<file path="config.mk">
export PLATFORM = sky130hd
export DESIGN_NAME = q8_block_to_tensor_requantizer
export DESIGN_NICKNAME = d
export VERILOG_FILES = /design/src/sv/q8r_pkg.sv /design/src/sv/q8_block_to_tensor_requantizer.sv /design/src/sv/q8r_divider.sv /design/src/sv/q8r_datapath.sv /design/src/sv/q8r_ctrl.sv
export SDC_FILE = /design/constraint.sdc
export NUM_CORES = 2
export LEC_CHECK = 0
export ABC_AREA = 1
export BUFFER_PORTS_ARGS = -buffer_cell sky130_fd_sc_hd__buf_2
export CAP_MARGIN = 15
export CELL_PAD_IN_SITES_DETAIL_PLACEMENT = 0
export CELL_PAD_IN_SITES_GLOBAL_PLACEMENT = 2
export CORE_MARGIN = 2
export CORE_UTILIZATION = 37
export CTS_CLUSTER_DIAMETER = 150
export DETAILED_ROUTE_END_ITERATION = 7
export PLACE_DENSITY_LB_ADDON = 0.1
export SLEW_MARGIN = 20
export SYNTH_ARGS = -nofsm -noshare
export SYNTH_HDL_FRONTEND = slang
export SYNTH_SLANG_ARGS = --single-unit
export TNS_END_PERCENT = 100
</file>
<file path="constraint.sdc">
create_clock -name clk_i -period 17.3 [get_ports clk_i]
set_input_delay 0.865 -clock clk_i [delete_from_list [all_inputs] [get_ports clk_i]]
set_output_delay 0.865 -clock clk_i [all_outputs]
set_load 0.01 [all_outputs]
</file>
<file path="src/sv/q8r_pkg.sv">
package q8r_pkg;

  localparam int unsigned BlockCountBits = 20;
  localparam int unsigned ValuesPerBlock = 32;
  localparam int unsigned SumW = 60;
  localparam int unsigned CntW = BlockCountBits + 1;
  localparam int unsigned ScaleW = 40;
  localparam int unsigned ProdW = 48;
  localparam int unsigned IdxW = 5;

  localparam logic [ScaleW-1:0] OneQ24 = ScaleW'(64'h1 << 24);

  typedef enum logic [2:0] {
    ST_IDLE,
    ST_AVG_DIV,
    ST_RS_MUL,
    ST_RS_DIV,
    ST_OUT
  } state_e;

  // controller to datapath
  typedef struct packed {
    logic load;
    logic accum;
    logic avg_start;
    logic avg_finish;
    logic mul;
    logic val_start;
    logic val_store;
    logic next_idx;
    logic out_take;
  } cmd_t;

  // datapath to controller
  typedef struct packed {
    logic req_type;
    logic last;
    logic div_done;
    logic idx_last;
  } sts_t;

  // half -> Q16.24 magnitude; sign bit ignored
  function automatic logic [ScaleW-1:0] half_mag(input logic [15:0] h);
    logic [4:0] e;
    logic [10:0] m;
    e = h[14:10];
    m = {1'b1, h[9:0]};
    if (e == 5'd0) return ScaleW'(h[9:0]);
    return ScaleW'({29'd0, m} << (e - 5'd1));
  endfunction

endpackage

</file>
<file path="src/sv/q8_block_to_tensor_requantizer.sv">
// Block-to-tensor int8 requantizer.
// Input channel (in_valid_i/in_ready_o): one word per block, a half scale and
// 32 int8 values. Output channel (out_valid_o/out_ready_i): one result word.
// Averaging pass (req_type 0): a block is loaded, then accumulated; the last
// block runs a divide of the scale sum by the count and yields the average.
// Rescaling pass (req_type 1): each of the 32 values takes a multiply step
// and a bit-serial divide by the unified scale; the shared serial divider
// handles one value at a time, and the next block waits for all 32.
// The result sits in an output register; the next block is accepted while it
// waits, and the block stalls only if a second result is ready before the
// first one is taken.
// Reset clears the sum and count, sets the unified scale to 1.0 and empties
// the output register.
module q8_block_to_tensor_requantizer (
  input  logic        clk_i,
  input  logic        rst_ni,
  input  logic        in_valid_i,
  output logic        in_ready_o,
  input  logic        req_type_i,
  input  logic [15:0] scale_half_i,
  input  logic [63:0] quants_lo_i,
  input  logic [63:0] quants_mid_lo_i,
  input  logic [63:0] quants_mid_hi_i,
  input  logic [63:0] quants_hi_i,
  input  logic        last_block_i,
  output logic        out_valid_o,
  input  logic        out_ready_i,
  output logic        result_kind_o,
  output logic [39:0] average_scale_o,
  output logic [63:0] rescaled_lo_o,
  output logic [63:0] rescaled_mid_lo_o,
  output logic [63:0] rescaled_mid_hi_o,
  output logic [63:0] rescaled_hi_o,
  output logic        last_result_o
);
  q8r_pkg::cmd_t cmd;
  q8r_pkg::sts_t sts;
  logic [255:0] res;

  q8r_ctrl u_ctrl (
    .clk_i, .rst_ni, .in_valid_i, .in_ready_o, .out_valid_o, .out_ready_i,
    .sts_i(sts), .cmd_o(cmd)
  );

  q8r_datapath u_dp (
    .clk_i, .rst_ni, .cmd_i(cmd), .sts_o(sts),
    .req_type_i, .scale_half_i,
    .quants_i({quants_hi_i, quants_mid_hi_i, quants_mid_lo_i, quants_lo_i}),
    .last_block_i, .result_kind_o, .average_scale_o,
    .rescaled_o(res), .last_result_o
  );

  assign rescaled_lo_o = res[63:0];
  assign rescaled_mid_lo_o = res[127:64];
  assign rescaled_mid_hi_o = res[191:128];
  assign rescaled_hi_o = res[255:192];

`ifndef SYNTHESIS
  a_no_accept_busy: assert property (@(posedge clk_i) disable iff (!rst_ni)
    (in_valid_i && in_ready_o) |=> !in_ready_o)
    else $error("accepted while busy");
  a_avg_last: assert property (@(posedge clk_i) disable iff (!rst_ni)
    (out_valid_o && !result_kind_o) |-> last_result_o)
    else $error("average not marked last");
  a_avg_nonzero: assert property (@(posedge clk_i) disable iff (!rst_ni)
    (out_valid_o && !result_kind_o) |-> (average_scale_o != 40'd0))
    else $error("zero average");
`endif
endmodule

</file>
<file path="src/sv/q8r_divider.sv">
// Restoring divider, one quotient bit per cycle over 60 bits.
module q8r_divider (
  input  logic                        clk_i,
  input  logic                        rst_ni,
  input  logic                        start_i,
  input  logic [q8r_pkg::SumW-1:0]    num_i,
  input  logic [q8r_pkg::ScaleW-1:0]  den_i,
  output logic                        done_o,
  output logic [q8r_pkg::SumW-1:0]    quo_o
);
  logic [q8r_pkg::SumW-1:0] quo_q, quo_d;
  logic [q8r_pkg::ScaleW:0] rem_q, rem_d;
  logic [q8r_pkg::ScaleW-1:0] den_q, den_d;
  logic [5:0] cnt_q, cnt_d;
  logic busy_q, busy_d;
  logic [q8r_pkg::ScaleW:0] sh;

  always_comb begin
    quo_d = quo_q;
    rem_d = rem_q;
    den_d = den_q;
    cnt_d = cnt_q;
    busy_d = busy_q;
    sh = {rem_q[q8r_pkg::ScaleW-1:0], quo_q[q8r_pkg::SumW-1]};
    if (start_i) begin
      quo_d = num_i;
      rem_d = '0;
      den_d = den_i;
      cnt_d = 6'(q8r_pkg::SumW);
      busy_d = 1'b1;
    end else if (busy_q) begin
      if (sh >= {1'b0, den_q}) begin
        rem_d = sh - {1'b0, den_q};
        quo_d = {quo_q[q8r_pkg::SumW-2:0], 1'b1};
      end else begin
        rem_d = sh;
        quo_d = {quo_q[q8r_pkg::SumW-2:0], 1'b0};
      end
      cnt_d = cnt_q - 6'd1;
      if (cnt_q == 6'd1) busy_d = 1'b0;
    end
  end

  always_ff @(posedge clk_i or negedge rst_ni) begin
    if (!rst_ni) begin
      busy_q <= 1'b0;
      cnt_q <= '0;
    end else begin
      busy_q <= busy_d;
      cnt_q <= cnt_d;
    end
  end

  always_ff @(posedge clk_i) begin
    quo_q <= quo_d;
    rem_q <= rem_d;
    den_q <= den_d;
  end

  assign done_o = busy_q && (cnt_q == 6'd1);
  assign quo_o = quo_d;
endmodule

</file>
<file path="src/sv/q8r_datapath.sv">
// Accumulator, shared multiplier and divider, result registers.
module q8r_datapath (
  input  logic                         clk_i,
  input  logic                         rst_ni,
  input  q8r_pkg::cmd_t                cmd_i,
  output q8r_pkg::sts_t                sts_o,
  input  logic                         req_type_i,
  input  logic [15:0]                  scale_half_i,
  input  logic [255:0]                 quants_i,
  input  logic                         last_block_i,
  output logic                         result_kind_o,
  output logic [q8r_pkg::ScaleW-1:0]   average_scale_o,
  output logic [255:0]                 rescaled_o,
  output logic                         last_result_o
);
  logic req_q, last_q, neg_q, fin_q;
  logic [q8r_pkg::ScaleW-1:0] mag_q;
  logic [255:0] qv_q, res_q;
  logic [q8r_pkg::SumW-1:0] sum_q;
  logic [q8r_pkg::CntW-1:0] cnt_q;
  logic [q8r_pkg::ScaleW-1:0] uni_q, avg_q;
  logic [q8r_pkg::IdxW-1:0] idx_q;
  logic [q8r_pkg::ProdW-1:0] prod;
  logic qneg_q;
  logic [15:0] h;
  logic [7:0] b, qmag, byte_v;
  logic qneg;
  logic div_start, div_done;
  logic [q8r_pkg::SumW-1:0] div_num, quo;
  logic [q8r_pkg::ScaleW-1:0] div_den, avg_v;
  logic cnt_ok;
  logic [q8r_pkg::SumW-1:0] sum_nx;
  logic [q8r_pkg::CntW-1:0] cnt_nx;

  assign h = scale_half_i;
  assign b = qv_q[{idx_q, 3'b000} +: 8];
  assign qneg = b[7];
  assign qmag = qneg ? 8'(9'd256 - {1'b0, b}) : b;
  assign prod = q8r_pkg::ProdW'(qmag) * q8r_pkg::ProdW'(mag_q);

  // sum, cnt + block if scale finite, >=0, nonzero, cnt<2^20
  assign cnt_ok = fin_q && !neg_q && mag_q != '0 && !cnt_q[q8r_pkg::CntW-1];
  assign sum_nx = cnt_ok ? sum_q + q8r_pkg::SumW'(mag_q) : sum_q;
  assign cnt_nx = cnt_ok ? cnt_q + 1'b1 : cnt_q;

  assign div_start = cmd_i.avg_start || cmd_i.val_start;
  assign div_num = cmd_i.avg_start ? sum_nx : q8r_pkg::SumW'(prod);
  assign div_den = cmd_i.avg_start ? q8r_pkg::ScaleW'(cnt_nx) : uni_q;

  q8r_divider u_div (
    .clk_i, .rst_ni, .start_i(div_start), .num_i(div_num), .den_i(div_den),
    .done_o(div_done), .quo_o(quo)
  );

  // average and byte saturation
  always_comb begin
    avg_v = q8r_pkg::ScaleW'(quo);
    if (cnt_q == '0 || avg_v == '0) avg_v = q8r_pkg::OneQ24;
    if (qneg_q != neg_q) begin
      byte_v = (quo > 60'd128) ? 8'h80 : 8'(9'd256 - 9'(quo));
    end else begin
      byte_v = (quo > 60'd127) ? 8'd127 : 8'(quo);
    end
  end

  always_ff @(posedge clk_i or negedge rst_ni) begin
    if (!rst_ni) begin
      sum_q <= '0;
      cnt_q <= '0;
      uni_q <= q8r_pkg::OneQ24;
      idx_q <= '0;
    end else begin
      if (cmd_i.accum) begin
        sum_q <= sum_nx;
        cnt_q <= cnt_nx;
      end
      if (cmd_i.avg_finish) begin
        uni_q <= avg_v;
        sum_q <= '0;
        cnt_q <= '0;
      end
      if (cmd_i.load) idx_q <= '0;
      else if (cmd_i.next_idx) idx_q <= idx_q + 1'b1;
    end
  end

  // payload
  always_ff @(posedge clk_i) begin
    if (cmd_i.load) begin
      req_q <= req_type_i;
      last_q <= last_block_i;
      neg_q <= h[15];
      fin_q <= (h[14:10] != 5'h1f);
      mag_q <= (h[14:10] == 5'h1f) ? '0 : q8r_pkg::half_mag(h);
      qv_q <= quants_i;
      res_q <= '0;
    end
    if (cmd_i.mul) qneg_q <= qneg;
    if (cmd_i.val_store && fin_q) res_q[{idx_q, 3'b000} +: 8] <= byte_v;
    if (cmd_i.avg_finish) avg_q <= avg_v;
    if (cmd_i.out_take) begin
      result_kind_o <= req_q;
      average_scale_o <= req_q ? '0 : avg_q;
      rescaled_o <= req_q ? res_q : '0;
      last_result_o <= req_q ? last_q : 1'b1;
    end
  end

  assign sts_o.req_type = req_q;
  assign sts_o.last = last_q;
  assign sts_o.div_done = div_done;
  assign sts_o.idx_last = (idx_q == '1);
endmodule

</file>
<file path="src/sv/q8r_ctrl.sv">
// Sequencer: one block at a time.
module q8r_ctrl (
  input  logic          clk_i,
  input  logic          rst_ni,
  input  logic          in_valid_i,
  output logic          in_ready_o,
  output logic          out_valid_o,
  input  logic          out_ready_i,
  input  q8r_pkg::sts_t sts_i,
  output q8r_pkg::cmd_t cmd_o
);
  q8r_pkg::state_e state_q, state_d;
  logic accum_q, ov_q, ov_d, take;

  assign in_ready_o = (state_q == q8r_pkg::ST_IDLE) && !accum_q;
  assign out_valid_o = ov_q;

  // next state
  always_comb begin
    state_d = state_q;
    unique case (state_q)
      q8r_pkg::ST_IDLE: if (accum_q) begin
        if (sts_i.req_type) state_d = q8r_pkg::ST_RS_MUL;
        else if (sts_i.last) state_d = q8r_pkg::ST_AVG_DIV;
      end
      q8r_pkg::ST_AVG_DIV: if (sts_i.div_done) state_d = q8r_pkg::ST_OUT;
      q8r_pkg::ST_RS_MUL: state_d = q8r_pkg::ST_RS_DIV;
      q8r_pkg::ST_RS_DIV: if (sts_i.div_done)
        state_d = sts_i.idx_last ? q8r_pkg::ST_OUT : q8r_pkg::ST_RS_MUL;
      q8r_pkg::ST_OUT: if (!ov_q || out_ready_i) state_d = q8r_pkg::ST_IDLE;
      default: state_d = q8r_pkg::ST_IDLE;
    endcase
  end

  // commands
  always_comb begin
    cmd_o = '0;
    cmd_o.load = in_valid_i && in_ready_o;
    cmd_o.accum = (state_q == q8r_pkg::ST_IDLE) && accum_q && !sts_i.req_type;
    cmd_o.avg_start = cmd_o.accum && sts_i.last;
    cmd_o.avg_finish = (state_q == q8r_pkg::ST_AVG_DIV) && sts_i.div_done;
    cmd_o.mul = (state_q == q8r_pkg::ST_RS_MUL);
    cmd_o.val_start = (state_q == q8r_pkg::ST_RS_MUL);
    cmd_o.val_store = (state_q == q8r_pkg::ST_RS_DIV) && sts_i.div_done;
    cmd_o.next_idx = cmd_o.val_store;
    take = (state_q == q8r_pkg::ST_OUT) && (!ov_q || out_ready_i);
    cmd_o.out_take = take;
    ov_d = take ? 1'b1 : (ov_q && !out_ready_i);
  end

  always_ff @(posedge clk_i or negedge rst_ni) begin
    if (!rst_ni) begin
      state_q <= q8r_pkg::ST_IDLE;
      accum_q <= 1'b0;
      ov_q <= 1'b0;
    end else begin
      state_q <= state_d;
      accum_q <= cmd_o.load;
      ov_q <= ov_d;
    end
  end
endmodule
</file>
==> results.md <==
* Synth area leaders: edfxtp_1 (32%), dfxtp_1 (11%), nand2_1 (11%), inv_1 (7.5%), fa_1 (7.1%)
* Cts repair resizes at 0
* Post-Syn Area at 0.0644 sq mm
* Worst-case reg-to-reg path depth at 39
* DP Worst Slack at between 5000 and 6000 ps
* Clock root cell: clkbuf_16
* Slew HR at 0.174
* WL/cell at ~22 um
* Dominant cell type by area after synthesis: edfxtp_1
* CP max FO at 71
* Sequential element share of the synthesized area at 0.481
* Leak Pwr at 0.0358 uW
* CTS clk-pin slew, worst paths at 60 ps
* FF-to-FF Start: u_dp.idx_q[0]
* Total power at between 5000 and 6000 uW
* CP max-delay cell: dfrtp_4
* CTS max path bufs at 3
* Max incr delay on CP at 730 ps
* Port bufs at slightly below 600
* Post-synthesis xor/xnor area fraction at 0.0133
* CTS Buf Count at 135
* CORE AREA at between 0.15 and 0.2 sq mm
* Netlist cell types at 59
* DRT Pass-1 Iters at 6
* Cts hold-fix bufs at 0
* Rows at ~150
* Worst Slack Setup Final at 5960 ps
* Post-synthesis simple-gate area fraction at 0.222
* DRC Markers at 0
* CTS Sinks at between 1000 and 1500
* Worst endpoint required time at ~18000 ps
* CTS tree: yes
* Seq cells post-synth at 1173
* Slew Limit Fails at 0
* Initial antenna violation count at 31
* Register area at roughly 0.031 sq mm
* # Max-Cap Violations at 0
* Most frequent CP cell: nand2_1
* Vias in the first global route at 51600
* Share of cells above drive strength 1 at 0.110
* R2R setup slack at roughly 6000 ps
* Vias/cell at roughly 5
* Synth Area in Compound Gates at 0.0849
* Area Growth Syn to Fin at 15.1%
* Tightest Pin Transition at 1240 ps
* Multi-input logic area at approximately 0.028 sq mm
* Nets at 8854
* Startpoint types: register
* Tmin final at roughly 11000 ps
* Final instance area at 0.0741 sq mm
* Crit path capture type: register
* Final setup vio count at 0
* Setup bufs post-CTS at 0
* Post-Syn Nets at 8383
* Die footprint at 0.177 sq mm
* R2r endpoint: u_dp.uni_q[34]
* All-Layer GR Usage at 0.257
* Post-Route WL at 233000 um
* CP Class: register to register
* Outcome: completed
* PD cells at ~80 mW/mm^2
* Filler cell count at 17700
* Detail Route Antenna Nets at 0
* Final period util at 0.655
* Die Ht at 421 um
* Initial core utilization at 0.371
* Clk_lat worst skew at 790 ps
* Routability cong. at 0.905
* Hold Crit Class: input port to async pin
* Worst hold slack at roughly 150 ps
* Worst IR drop on VDD at 0.0989 mV
* Syn Inst Count at 7710
* Synth Area in Adders at 0.104
* Area post-placement at 0.0696 sq mm
* Final Hold Fails at 0
* Total gr overflow at 0
* Highest clock rate at 88.2 MHz
* Mux cell area share after synthesis at 0.00109
* Yosys warns at 0
* Pin count of the biggest net entering global routing at 214
* HPWL Detailed at 177000 um
* # IOs at 578
* First-pass GRT wire length at 343000 um
* Top cell type's share of synthesized area at 0.316
* Vias at 53200
* RSZ-0062 raised after global routing: false
* CTS H-tree lvls at 4
* Worst Skew at between 40 and 50 ps
* Combinational family with the most area after synthesis: simple AND/OR/NAND/NOR gates
* Initial DRC Count at between 4000 and 5000
* Die width at 421 um
* Crit path DAT at 11950 ps
* Syn_area_per_cell at 8.36 sq um
* Setup TNS at 0 ps
==> power by group <==
group          internal [uW]  total [uW]       switching (uW)
logic                   32.0        77.6                 45.6
registers               2940        2940  0.00000000000000495
clock network           1670        2890                 1220
==> layout make-up <==
| cell class | count | share of cell area |
|---|---|---|
| diodes | 22 | 0.000743 |
| flip-flops and latches | 1173 | 0.418 |
| repair buffers | 631 | 0.0450 |
| multi-input cells | 4937 | 0.371 |
| clock inverters | 67 | 0.0104 |
| inverters | 1303 | 0.0661 |
| well taps | 2325 | 0.0392 |
| clock buffers | 180 | 0.0494 |
==> state kept, by name (all words and copies together) (netlist names), 3 cells and up <==
register and cells:
u_dp.idx_q 5, u_dp.res_q 256, u_dp.mag_q 40, u_dp.qv_q 256
u_dp.u_div.rem_q 40, u_dp.cnt_q 21, u_dp.sum_q 60, u_ctrl.state_q 3
u_dp.u_div.den_q 40, u_dp.u_div.cnt_q 6, u_dp.uni_q 40, u_dp.rescaled_o 256
u_dp.avg_q 40, u_dp.average_scale_o 40, u_dp.u_div.quo_q 60
==> per-layer routing <==
| layer | wire length [um] | vias to the layer above | global-route usage |
|---|---|---|---|
| li1 | - | 25700 | - |
| met1 | 106000 | 25900 | 0.353 |
| met2 | 110000 | 1358 | 0.421 |
| met3 | 10400 | 252 | 0.0357 |
| met4 | 6600 | 2 | 0.0777 |
| met5 | 14 | - | 0 |
==> critical path: cells and delay by family, from the launching register on <==
| kind | cells | cell delay [ps] |
|---|---|---|
| flip-flops | 1 | 730 |
| AO/OA/AOI/OAI | 10 | 2580 |
| XOR/XNOR | 1 | 230 |
| adder cells (fa/ha/maj) | 5 | 2600 |
| buffers and inverters | 8 | 2640 |
| AND/OR/NAND/NOR | 15 | 2240 |
==> how the worst max path moves through the flow <==
stage / start / end / depth (start not counted)
3_5_place_dp: u_dp.idx_q[0] / u_dp.uni_q[34] / 46
4_1_cts: u_dp.idx_q[0] / u_dp.uni_q[34] / 46
3_3_place_gp: u_dp.idx_q[0] / u_dp.uni_q[34] / 46
5_1_grt: u_dp.idx_q[0] / u_dp.uni_q[28] / 46
6_report: u_dp.idx_q[0] / u_dp.uni_q[34] / 39
2_1_floorplan: out_ready_i / u_dp.average_scale_o[0] / 4
==> through the flow <==
stage | cells | utilization
floorplan | 7710 | -
global placement | 10400 | 0.402
detailed placement | 10400 | 0.402
CTS | 10600 | 0.427
global route | 10600 | 0.427
finish | 10600 | 0.427
==> Yosys cell counts (all sizes together) <==
cell and n:
nand2 1889, inv 1293, nor2 813, edfxtp 679, nand3 557, o21ai 548
dfxtp 356, clkbuf 231, fa 230, a21oi 185, ha 165, dfrtp 137
o22ai 110, nand4 97, buf 66, xor2 61, a22oi 45, nor3 45
xnor2 37, o21bai 18, nand3b 16, a31oi 15, or2 15, o221ai 11
clkinv 10, o21a 9, a32o 8, and2 8, nor4 8, mux2i 7
a21boi 6, a21o 6, o211ai 6, a22o 5, a211oi 3, and3 3
o2111ai 3, a221oi 2, o32ai 2, a31o 1, a32oi 1, dfstp 1
o31ai 1, o41ai 1
==> cells in the final DEF, fill, tap and decap left out, drive strengths merged, types with 165 or more instances in the layout <==
| cell | Yosys | final |
|---|---|---|
| ha | 165 | 165 |
| nor2 | 813 | 813 |
| inv | 1293 | 1303 |
| dfxtp | 356 | 356 |
| edfxtp | 679 | 679 |
| nand2 | 1889 | 1889 |
| a21oi | 185 | 185 |
| buf | 66 | 631 |
| nand3 | 557 | 557 |
| clkbuf | 231 | 180 |
| o21ai | 548 | 548 |
| fa | 230 | 230 |
==> cells by family (layout without fill, tap and decap cells) <==
group / after synthesis / after routing
adder cells (fa/ha/maj): 395 / 395
multiplexers: 7 / 7
AO/OA/AOI/OAI: 986 / 986
other: 0 / 22
flip-flops: 1173 / 1173
AND/OR/NAND/NOR: 3451 / 3451
XOR/XNOR: 98 / 98
buffers and inverters: 1600 / 2181
Note: power is estimated with default switching activity, not from simulation.
